===== src/rtl/core/tdwc_pkg.sv =====
// Shared types, constants and the micro-op table of the triangle check unit.
`default_nettype none

package tdwc_pkg;

  // Stream and configuration widths
  localparam int IN_DATA_W  = 200;
  localparam int OUT_DATA_W = 24;
  localparam int CFG_IDX_W  = 2;
  localparam int CFG_DATA_W = 32;
  localparam int IDX_W      = 10;
  localparam int TAG_W      = 20;

  // Vertex table depth (one entry per 10-bit index)
  localparam int VERTEX_DEPTH = 1024;

  // Multiply-accumulate: 32-bit limbs into a 256-bit two's complement sum
  localparam int LIMB_W = 32;
  localparam int ACC_W  = 256;

  // Configuration register indexes
  localparam logic [CFG_IDX_W-1:0] CFG_MIN_EDGE = 2'd0;
  localparam logic [CFG_IDX_W-1:0] CFG_ALIGN   = 2'd1;
  localparam logic [CFG_IDX_W-1:0] CFG_MIN_NRM = 2'd2;

  // Register reset values
  localparam logic [31:0] MIN_EDGE_RST = 32'd1;
  localparam logic [14:0] ALIGN_RST    = 15'd1638;
  localparam logic [29:0] MIN_NRM_RST  = 30'd1;

  // Result status codes
  localparam logic [1:0] STAT_OK     = 2'd0;
  localparam logic [1:0] STAT_DEGEN  = 2'd1;
  localparam logic [1:0] STAT_CANCEL = 2'd2;
  localparam logic [1:0] STAT_WIND   = 2'd3;

  // Multiplier operands; edge, cross and normal-sum groups are in x, y, z order
  typedef enum logic [4:0] {
    OP_E1X, OP_E1Y, OP_E1Z,
    OP_E2X, OP_E2Y, OP_E2Z,
    OP_E3X, OP_E3Y, OP_E3Z,
    OP_CRX, OP_CRY, OP_CRZ,
    OP_NSX, OP_NSY, OP_NSZ,
    OP_LMAX, OP_DMAG, OP_THR, OP_TH2, OP_AREA, OP_TA, OP_NSQ
  } opnd_e;

  localparam int NUM_OPND = 22;

  // Where the sum goes when a group of products ends
  typedef enum logic [3:0] {
    DST_NONE, DST_L, DST_LMAX, DST_CRX, DST_CRY, DST_CRZ, DST_AREA,
    DST_LIM, DST_NSQ, DST_D, DST_DD, DST_TH2, DST_TA, DST_RHS
  } dst_e;

  typedef struct packed {
    opnd_e a;
    opnd_e b;
    logic  neg;
    dst_e  dst;
  } uop_t;

  localparam int NUM_UOPS = 29;
  localparam int STEP_W   = 5;

  // One limb product handed to the multiply-accumulate unit
  typedef struct packed {
    logic              vld;
    logic              neg;
    logic [3:0]        k;
    logic [LIMB_W-1:0] a;
    logic [LIMB_W-1:0] b;
  } mac_issue_t;

  // Limbs needed to hold each operand magnitude
  function automatic logic [2:0] opnd_limbs(input opnd_e op);
    logic [2:0] n;
    unique case (op)
      OP_E1X, OP_E1Y, OP_E1Z, OP_E2X, OP_E2Y, OP_E2Z,
      OP_E3X, OP_E3Y, OP_E3Z, OP_NSQ:           n = 3'd2;
      OP_CRX, OP_CRY, OP_CRZ, OP_LMAX, OP_DMAG: n = 3'd3;
      OP_AREA:                                  n = 3'd5;
      OP_TA:                                    n = 3'd6;
      default:                                  n = 3'd1;
    endcase
    return n;
  endfunction

  // Check sequence: edge lengths, cross, area, L*L, normals, dot, cosine terms
  function automatic uop_t uop_rom(input logic [STEP_W-1:0] step);
    uop_t u;
    unique case (step)
      5'd0:    u = '{OP_E1X, OP_E1X, 1'b0, DST_NONE};
      5'd1:    u = '{OP_E1Y, OP_E1Y, 1'b0, DST_NONE};
      5'd2:    u = '{OP_E1Z, OP_E1Z, 1'b0, DST_L};
      5'd3:    u = '{OP_E2X, OP_E2X, 1'b0, DST_NONE};
      5'd4:    u = '{OP_E2Y, OP_E2Y, 1'b0, DST_NONE};
      5'd5:    u = '{OP_E2Z, OP_E2Z, 1'b0, DST_LMAX};
      5'd6:    u = '{OP_E3X, OP_E3X, 1'b0, DST_NONE};
      5'd7:    u = '{OP_E3Y, OP_E3Y, 1'b0, DST_NONE};
      5'd8:    u = '{OP_E3Z, OP_E3Z, 1'b0, DST_LMAX};
      5'd9:    u = '{OP_E1Y, OP_E2Z, 1'b0, DST_NONE};
      5'd10:   u = '{OP_E1Z, OP_E2Y, 1'b1, DST_CRX};
      5'd11:   u = '{OP_E1Z, OP_E2X, 1'b0, DST_NONE};
      5'd12:   u = '{OP_E1X, OP_E2Z, 1'b1, DST_CRY};
      5'd13:   u = '{OP_E1X, OP_E2Y, 1'b0, DST_NONE};
      5'd14:   u = '{OP_E1Y, OP_E2X, 1'b1, DST_CRZ};
      5'd15:   u = '{OP_CRX, OP_CRX, 1'b0, DST_NONE};
      5'd16:   u = '{OP_CRY, OP_CRY, 1'b0, DST_NONE};
      5'd17:   u = '{OP_CRZ, OP_CRZ, 1'b0, DST_AREA};
      5'd18:   u = '{OP_LMAX, OP_LMAX, 1'b0, DST_LIM};
      5'd19:   u = '{OP_NSX, OP_NSX, 1'b0, DST_NONE};
      5'd20:   u = '{OP_NSY, OP_NSY, 1'b0, DST_NONE};
      5'd21:   u = '{OP_NSZ, OP_NSZ, 1'b0, DST_NSQ};
      5'd22:   u = '{OP_CRX, OP_NSX, 1'b0, DST_NONE};
      5'd23:   u = '{OP_CRY, OP_NSY, 1'b0, DST_NONE};
      5'd24:   u = '{OP_CRZ, OP_NSZ, 1'b0, DST_D};
      5'd25:   u = '{OP_DMAG, OP_DMAG, 1'b0, DST_DD};
      5'd26:   u = '{OP_THR, OP_THR, 1'b0, DST_TH2};
      5'd27:   u = '{OP_TH2, OP_AREA, 1'b0, DST_TA};
      5'd28:   u = '{OP_TA, OP_NSQ, 1'b0, DST_RHS};
      default: u = '{OP_THR, OP_THR, 1'b0, DST_NONE};
    endcase
    return u;
  endfunction

endpackage

`default_nettype wire


===== src/rtl/core/tdwc_mac.sv =====
// Limb multiply-accumulate unit: one 32x32 product per cycle into a wide signed sum.
`default_nettype none

module tdwc_mac (
  input  logic                         clk_i,
  input  logic                         rst_ni,
  input  tdwc_pkg::mac_issue_t         issue_i,
  input  logic                         clr_i,
  output logic [tdwc_pkg::ACC_W-1:0]   acc_o,
  output logic                         busy_o
);
  import tdwc_pkg::*;

  logic [2*LIMB_W-1:0] pp_q;
  logic                vld_q;
  logic                neg_q;
  logic [3:0]          k_q;
  logic [ACC_W-1:0]    acc_q;
  logic [ACC_W-1:0]    acc_d;
  logic [ACC_W-1:0]    pp_sh;

  // Product stage
  always_ff @(posedge clk_i) begin
    if (issue_i.vld) begin
      pp_q  <= {{LIMB_W{1'b0}}, issue_i.a} * {{LIMB_W{1'b0}}, issue_i.b};
      neg_q <= issue_i.neg;
      k_q   <= issue_i.k;
    end
  end

  // Align product to its limb position and add or subtract
  always_comb begin
    pp_sh = ACC_W'(pp_q) << {k_q, 5'd0};
    acc_d = acc_q;
    if (clr_i) begin
      acc_d = '0;
    end else if (vld_q) begin
      acc_d = neg_q ? (acc_q - pp_sh) : (acc_q + pp_sh);
    end
  end

  always_ff @(posedge clk_i or negedge rst_ni) begin
    if (!rst_ni) begin
      vld_q <= 1'b0;
      acc_q <= '0;
    end else begin
      vld_q <= issue_i.vld;
      acc_q <= acc_d;
    end
  end

  assign acc_o  = acc_q;
  assign busy_o = vld_q;

endmodule

`default_nettype wire


===== config.mk =====
export PLATFORM = sky130hd
export DESIGN_NAME = tdwc_mac
export DESIGN_NICKNAME = d
export VERILOG_FILES = /design/src/rtl/core/tdwc_pkg.sv /design/src/rtl/core/tdwc_mac.sv
export SDC_FILE = /design/constraint.sdc
export NUM_CORES = 2
export LEC_CHECK = 0
export BUFFER_PORTS_ARGS = -buffer_cell sky130_fd_sc_hd__buf_2
export CAP_MARGIN = 25
export CORE_MARGIN = 2
export CORE_UTILIZATION = 45
export CTS_BUF_LIST = sky130_fd_sc_hd__clkbuf_8
export DETAILED_ROUTE_END_ITERATION = 16
export SLEW_MARGIN = 25
export SYNTH_ARGS = -nofsm -noshare
export SYNTH_HDL_FRONTEND = slang
export SYNTH_SLANG_ARGS = --single-unit

===== constraint.sdc =====
create_clock -name clk_i -period 12.61 [get_ports clk_i]
set_input_delay 0.6305 -clock clk_i [delete_from_list [all_inputs] [get_ports clk_i]]
set_output_delay 0.6305 -clock clk_i [all_outputs]
set_load 0.005 [all_outputs]

Word level (Yosys, flattened, before mapping)
Index checks and enable logic that the tools add are counted.
{ "classes": {"addsub": 2, "n_lt_le_gt_ge": 0, "n_mux": 3, "n_eq_ne": 0, "reduce_logical": 1, "bitwise_logic": 0, "multipliers": 1, "shift": 1, "div_mod_pow": 0} }
{ "op_table": {"columns": ["operator", "n"], "rows": [
  ["256-bit 2-to-1 mux", 3],
  ["256-bit adder", 1],
  ["64-bit by 9-bit << shifter with 256-bit output", 1],
  ["256-bit subtractor", 1],
  ["32-bit by 32-bit multiplier with 64-bit output", 1],
  ["2-bit nonzero test", 1]
]} }
{ "word_totals": {"in_bits": 73, "register_bits": 326, "n_memories": 0, "mem_bits_rw": 0, "wordCells": 13, "latchBits": 0, "output_inout_bits": 257, "rom_bits": 0} }

Longest topological paths before layout
{ "logic_depth": {"depth_word": 5, "depth_mapped": 35} }

Worst setup path after synthesis
Ideal clock, no wire load.
{ "synth_timing": {"kind": "input port to flip-flop", "start": "in issue_i[48] (netlist name)", "end": "reg pp_q[57] (data pin)", "setup_ns": 0.259, "path_stages": 31, "arrival_ns": 8.399, "path_slack_ns": 3.952, "path_cell_list": "clkbuf_1 > and2_1 > fa_1 > inv_1 > fa_1 > fa_1 > fa_1 > inv_1 > fa_1 > inv_1 > fa_1 > inv_1 > fa_1 > inv_1 > fa_1 > inv_1 > ha_1 > clkbuf_1 > and4_1 > nand4_1 > or3b_2 > o211a_1 > a2111oi_0 > a211o_1 > o221ai_1 > o31ai_1 > a31o_2 > a2111oi_0 > a21oi_1 > a41oi_1 > xnor2_1"} }
{ "synth_via": {"elab_chain_cells": 1} }
{ "synth_lines": {"columns": ["item", "line", "rtl"], "rows": [
  ["from (decl)", "tdwc_mac.sv:7", "input tdwc_pkg::mac_issue_t issue_i,"],
  ["32-bit by 32-bit multiplier with 64-bit output", "tdwc_mac.sv:25", "pp_q <= {{LIMB_W{1'b0}}, issue_i.a} * {{LIMB_W{1'b0}}, issue_i.b};"],
  ["to (signal assigned)", "tdwc_mac.sv:25", null],
  ["to (decl)", "tdwc_mac.sv:14", "logic [2*LIMB_W-1:0] pp_q;"]
]} }
Every way passes these cells.
A chain may end at the register's enable or synchronous reset.

Worst setup path after layout
{ "layout_timing": {"start": "reg k_q[1]", "end": "reg acc_q[221], in the netlist acc_o[221]"} }
{ "layout_via": {"elab_chain_cells": 5, "elab_cells_between_ends": 6} }
{ "layout_lines": {"columns": ["item", "line", "rtl"], "rows": [
  ["from (decl)", "tdwc_mac.sv:17", "logic [3:0] k_q;"],
  ["from (signal assigned)", "tdwc_mac.sv:27", "k_q <= issue_i.k;"],
  ["64-bit by 9-bit << shifter with 256-bit output *", "tdwc_mac.sv:33", "pp_sh = ACC_W'(pp_q) << {k_q, 5'd0};"],
  ["256-bit adder / 256-bit subtractor (equally long branches)", "tdwc_mac.sv:38", "acc_d = neg_q ? (acc_q - pp_sh) : (acc_q + pp_sh);"],
  ["256-bit 2-to-1 mux *", "tdwc_mac.sv:38", null],
  ["256-bit 2-to-1 mux *", "tdwc_mac.sv:37", "end else if (vld_q) begin"],
  ["256-bit 2-to-1 mux *", "tdwc_mac.sv:35", "if (clr_i) begin"],
  ["to (signal assigned)", "tdwc_mac.sv:45", "acc_q <= '0;"],
  ["to (signal assigned)", "tdwc_mac.sv:48", "acc_q <= acc_d;"],
  ["to (decl)", "tdwc_mac.sv:18", "logic [ACC_W-1:0] acc_q;"]
]} }
Mark *: on every way between the ends. The rest lies on a longest branch, timed or not. The select of a mux whose other input is x is not followed.

==> flow_metrics.py <==
metrics = {
    "cells_and_area": {
        "fin_util_pct": 48.2,
        "area_growth_pct": 6.35,
        "layout-drive-gt1-share_pct": 6.94,
        "layout.nets": 11086,
        "final_area_um2": 79700,
        "fill_cells": 16604,
    },
    "synth": {
        "synth_nets": 11145,
        "synth_cell_types": 97,
        "synth_area_um2": 74900,
        "syn_avg_cell_area_um2": 7.76,
        "synth_area_leaders": "fa_1 (24%), ha_1 (8.7%), dfrtp_1 (8.6%)",
        "synth_edf_count": 69,
        "synthFlopType": "dfrtp_1",
        "ys_seq_elements": 326,
        "seq_area_frac_synth_pct": 11.4,
        "syn-instance-count": 9656,
        "async_reset_ff_share_pct": 78.8,
        "ys_warn_count": 0,
        "yosysTopAreaCellShare_pct": 24.0,
        "synth_top_area_cell": "fa_1",
    },
    "worst_setup_path": {
        "critPathLaunchType": "register",
        "critPathKind": "register to register",
        "end_kind": "register",
        "critPathRequiredTime_ns": 13.29,
        "path_max_fanout": 48,
        "arrival_ns": 10.69,
    },
    "die": {
        "num_io_pins": 330,
        "start_util_pct": 45.4,
        "die_w_um": 412,
        "num_rows": 149,
        "dieArea_um2": 170000,
        "core-area_um2": 165000,
        "fp.dieH_um": 412,
    },
    "global_route": {
        "grt_pass1_wl_um": 503000,
        "grt_use_total_pct": 40.6,
        "grt_pass1_vias": 71589,
        "grt_overflow_total": 0,
        "antenna_found_initial": 11,
        "grt_max_degree": 94,
    },
    "clocking": {
        "cts.sinks": 326,
        "cts_tree": "yes",
        "clockBufferDepth": 3,
        "clk_latency_ns": 0.82,
        "root_buffer": "clkbuf_8",
        "clk_pin_slew_worst_paths_ns": 0.07,
        "htreeDepth": 3,
        "cts_made_buffers": 67,
    },
    "timing": {
        "tightestPinTransition_ns": 1.19,
        "hold_viol": 0,
        "setup_viol_count_final": 0,
        "slew_violations": 0,
        "max_freq_mhz": 99.9,
        "fin_crit_ns": 10.01,
        "whs_ns": 0.0649,
        "rsz0062_at_grt": "no",
        "finClkSkew_ns": 0.0434,
        "tns_ns": 0,
        "slew_headroom_pct": 18.9,
        "final.period_utilization_pct": 79.4,
    },
    "drt": {
        "wl_per_cell_um": 29.6,
        "drc": 0,
        "viasPerCell": 6.24,
        "routed_wl_um": 351000,
        "via_count": 74014,
        "first_pass_iters": 8,
        "drtIter0Drc": 8535,
        "antenna_left": 0,
    },
    "outcome": {
        "status": "finished, final reports clean",
    },
    "flow_run": {
        "maxCapViolCount": 0,
    },
    "min_path": {
        "holdCritPathClass": "primary input to register",
    },
    "placed_design": {
        "hpwl_um": 284000,
        "numPortBuffers": 329,
        "dpl_cell_area_um2": 78100,
        "routabilityCongestion": 1.09,
    },
}
## routing by layer
metal / global-route usage (%) / part of all wire, %
met5: 0 / 0.020
met4: 19.2 / 5.6
met3: 7.69 / 9.5
met2: 62.3 / 44
met1: 55.1 / 41
## sequential cells by signal, summed over array words and instances (netlist names)
name and flops:
acc_o 256, pp_q 64, k_q 4, busy_o 1, neg_q 1
## final cells by class
type | instances | area [µm²] | share of cell area (%)
Clock inverter | 50 | 509 | 0.639
Tap cell | 2189 | 2740 | 3.44
Clock buffer | 74 | 1020 | 1.28
Inverter | 1025 | 3850 | 4.83
Timing Repair Buffer | 448 | 2560 | 3.21
Antenna cell | 13 | 32.5 | 0.0408
Sequential cell | 326 | 8510 | 10.7
Multi-Input combinational cell | 7729 | 60500 | 75.9
## cell families (layout without fill, tap and decap cells)
kind of cell	after synthesis	after routing	share of synthesized area [%]
flops	326	326	11.4
other cells	0	13	0
buf+inv	1601	1597	8.08
simple gates	3536	3536	23.0
xor+xnor	494	494	5.78
fa+ha+maj	1416	1416	32.6
mux	150	150	2.03
compound gates	2133	2133	17.1
## repair_timing
item,4_1_cts,5_1_grt
hold buffers,1,0
setup endpoints to repair,0,0
resized for setup,0,0
endpoints found under the hold margin,92,0
setup buffers,0,0
## per-stage QoR
step / setup slack [ns] / cells
2_1_floorplan: 3.95 / 9656
3_3_place_gp: 2.74 / 11715
3_5_place_dp: 2.66 / 11715
4_1_cts: 3.19 / 11840
5_1_grt: 2.54 / 11845
6_report: 2.60 / 11854
## cells in the mapped netlist, drive strengths merged (17+ instances only)
cell,count
a211oi,32
o211ai,24
o21a,58
a21o,114
or3,35
mux2i,142
nor3,182
buf,46
or2,40
a31oi,91
nor2b,36
nor3b,35
inv,1025
o32a,28
and3,40
a21oi,810
dfrtp,257
fa,897
nand2b,40
xnor2,340
nand3b,35
clkbuf,530
and4,23
a21boi,47
nor2,873
o31ai,35
nand4,159
a22oi,28
ha,519
and2,665
xor2,154
nand3,90
a41oi,29
nand4b,19
and3b,17
a31o,18
o21bai,96
nand2,1140
nor4,64
edfxtp,69
o21ai,562
## path summary, 6_finish.rpt
kind                               to  slack [ns]        start  cells after the start
hold reg to reg            acc_o[228]        0.52   acc_o[228]                      2
max in group asynchronous  acc_o[184]        9.31       rst_ni                      5
setup / recovery           acc_o[221]        2.60       k_q[1]                     27
hold / removal                 k_q[0]        0.06  issue_i[64]                      1
setup reg to reg           acc_o[221]        2.60       k_q[1]                     27
min in group asynchronous   acc_o[79]        0.41       rst_ni                      2
## critical path: stages, from the launching register on
cell      delay, ns
edfxtp_1       0.82
buf_4          0.51
and3b_1        0.26
o41ai_1        0.58
buf_4          0.26
nand4b_1       0.12
nor2_1         0.37
nand3_1        0.19
nor2_1         0.35
and2_1         0.31
and3b_1        0.38
a21oi_1        0.31
o31ai_1        0.63
a21oi_1        0.25
ha_1           0.48
nand4_1        0.40
nor2_1         0.27
nand2b_1       0.22
or2_2          0.35
nor3_1         0.16
a21oi_1        0.24
a21oi_1        0.57
a41oi_1        0.21
buf_4          0.23
o31ai_1        0.82
a21boi_0       0.26
xnor2_1        0.20
o21ai_0        0.09
## cells in the final DEF, fill, tap and decap left out, types with 90 or more instances in the layout
cell	n
a21o_1	114
a21oi_1	810
a31oi_1	91
and2_1	664
buf_2	326
buf_4	119
dfrtp_1	256
fa_1	897
ha_1	519
inv_1	1034
mux2i_1	132
nand2_1	1140
nand3_1	90
nand4_1	158
nor2_1	869
nor3_1	178
o21ai_0	558
o21bai_1	96
xnor2_1	340
xor2_1	154
Power is not shown: default switching activity piles up to over one toggle a cycle in this logic, so the estimate is an artifact.
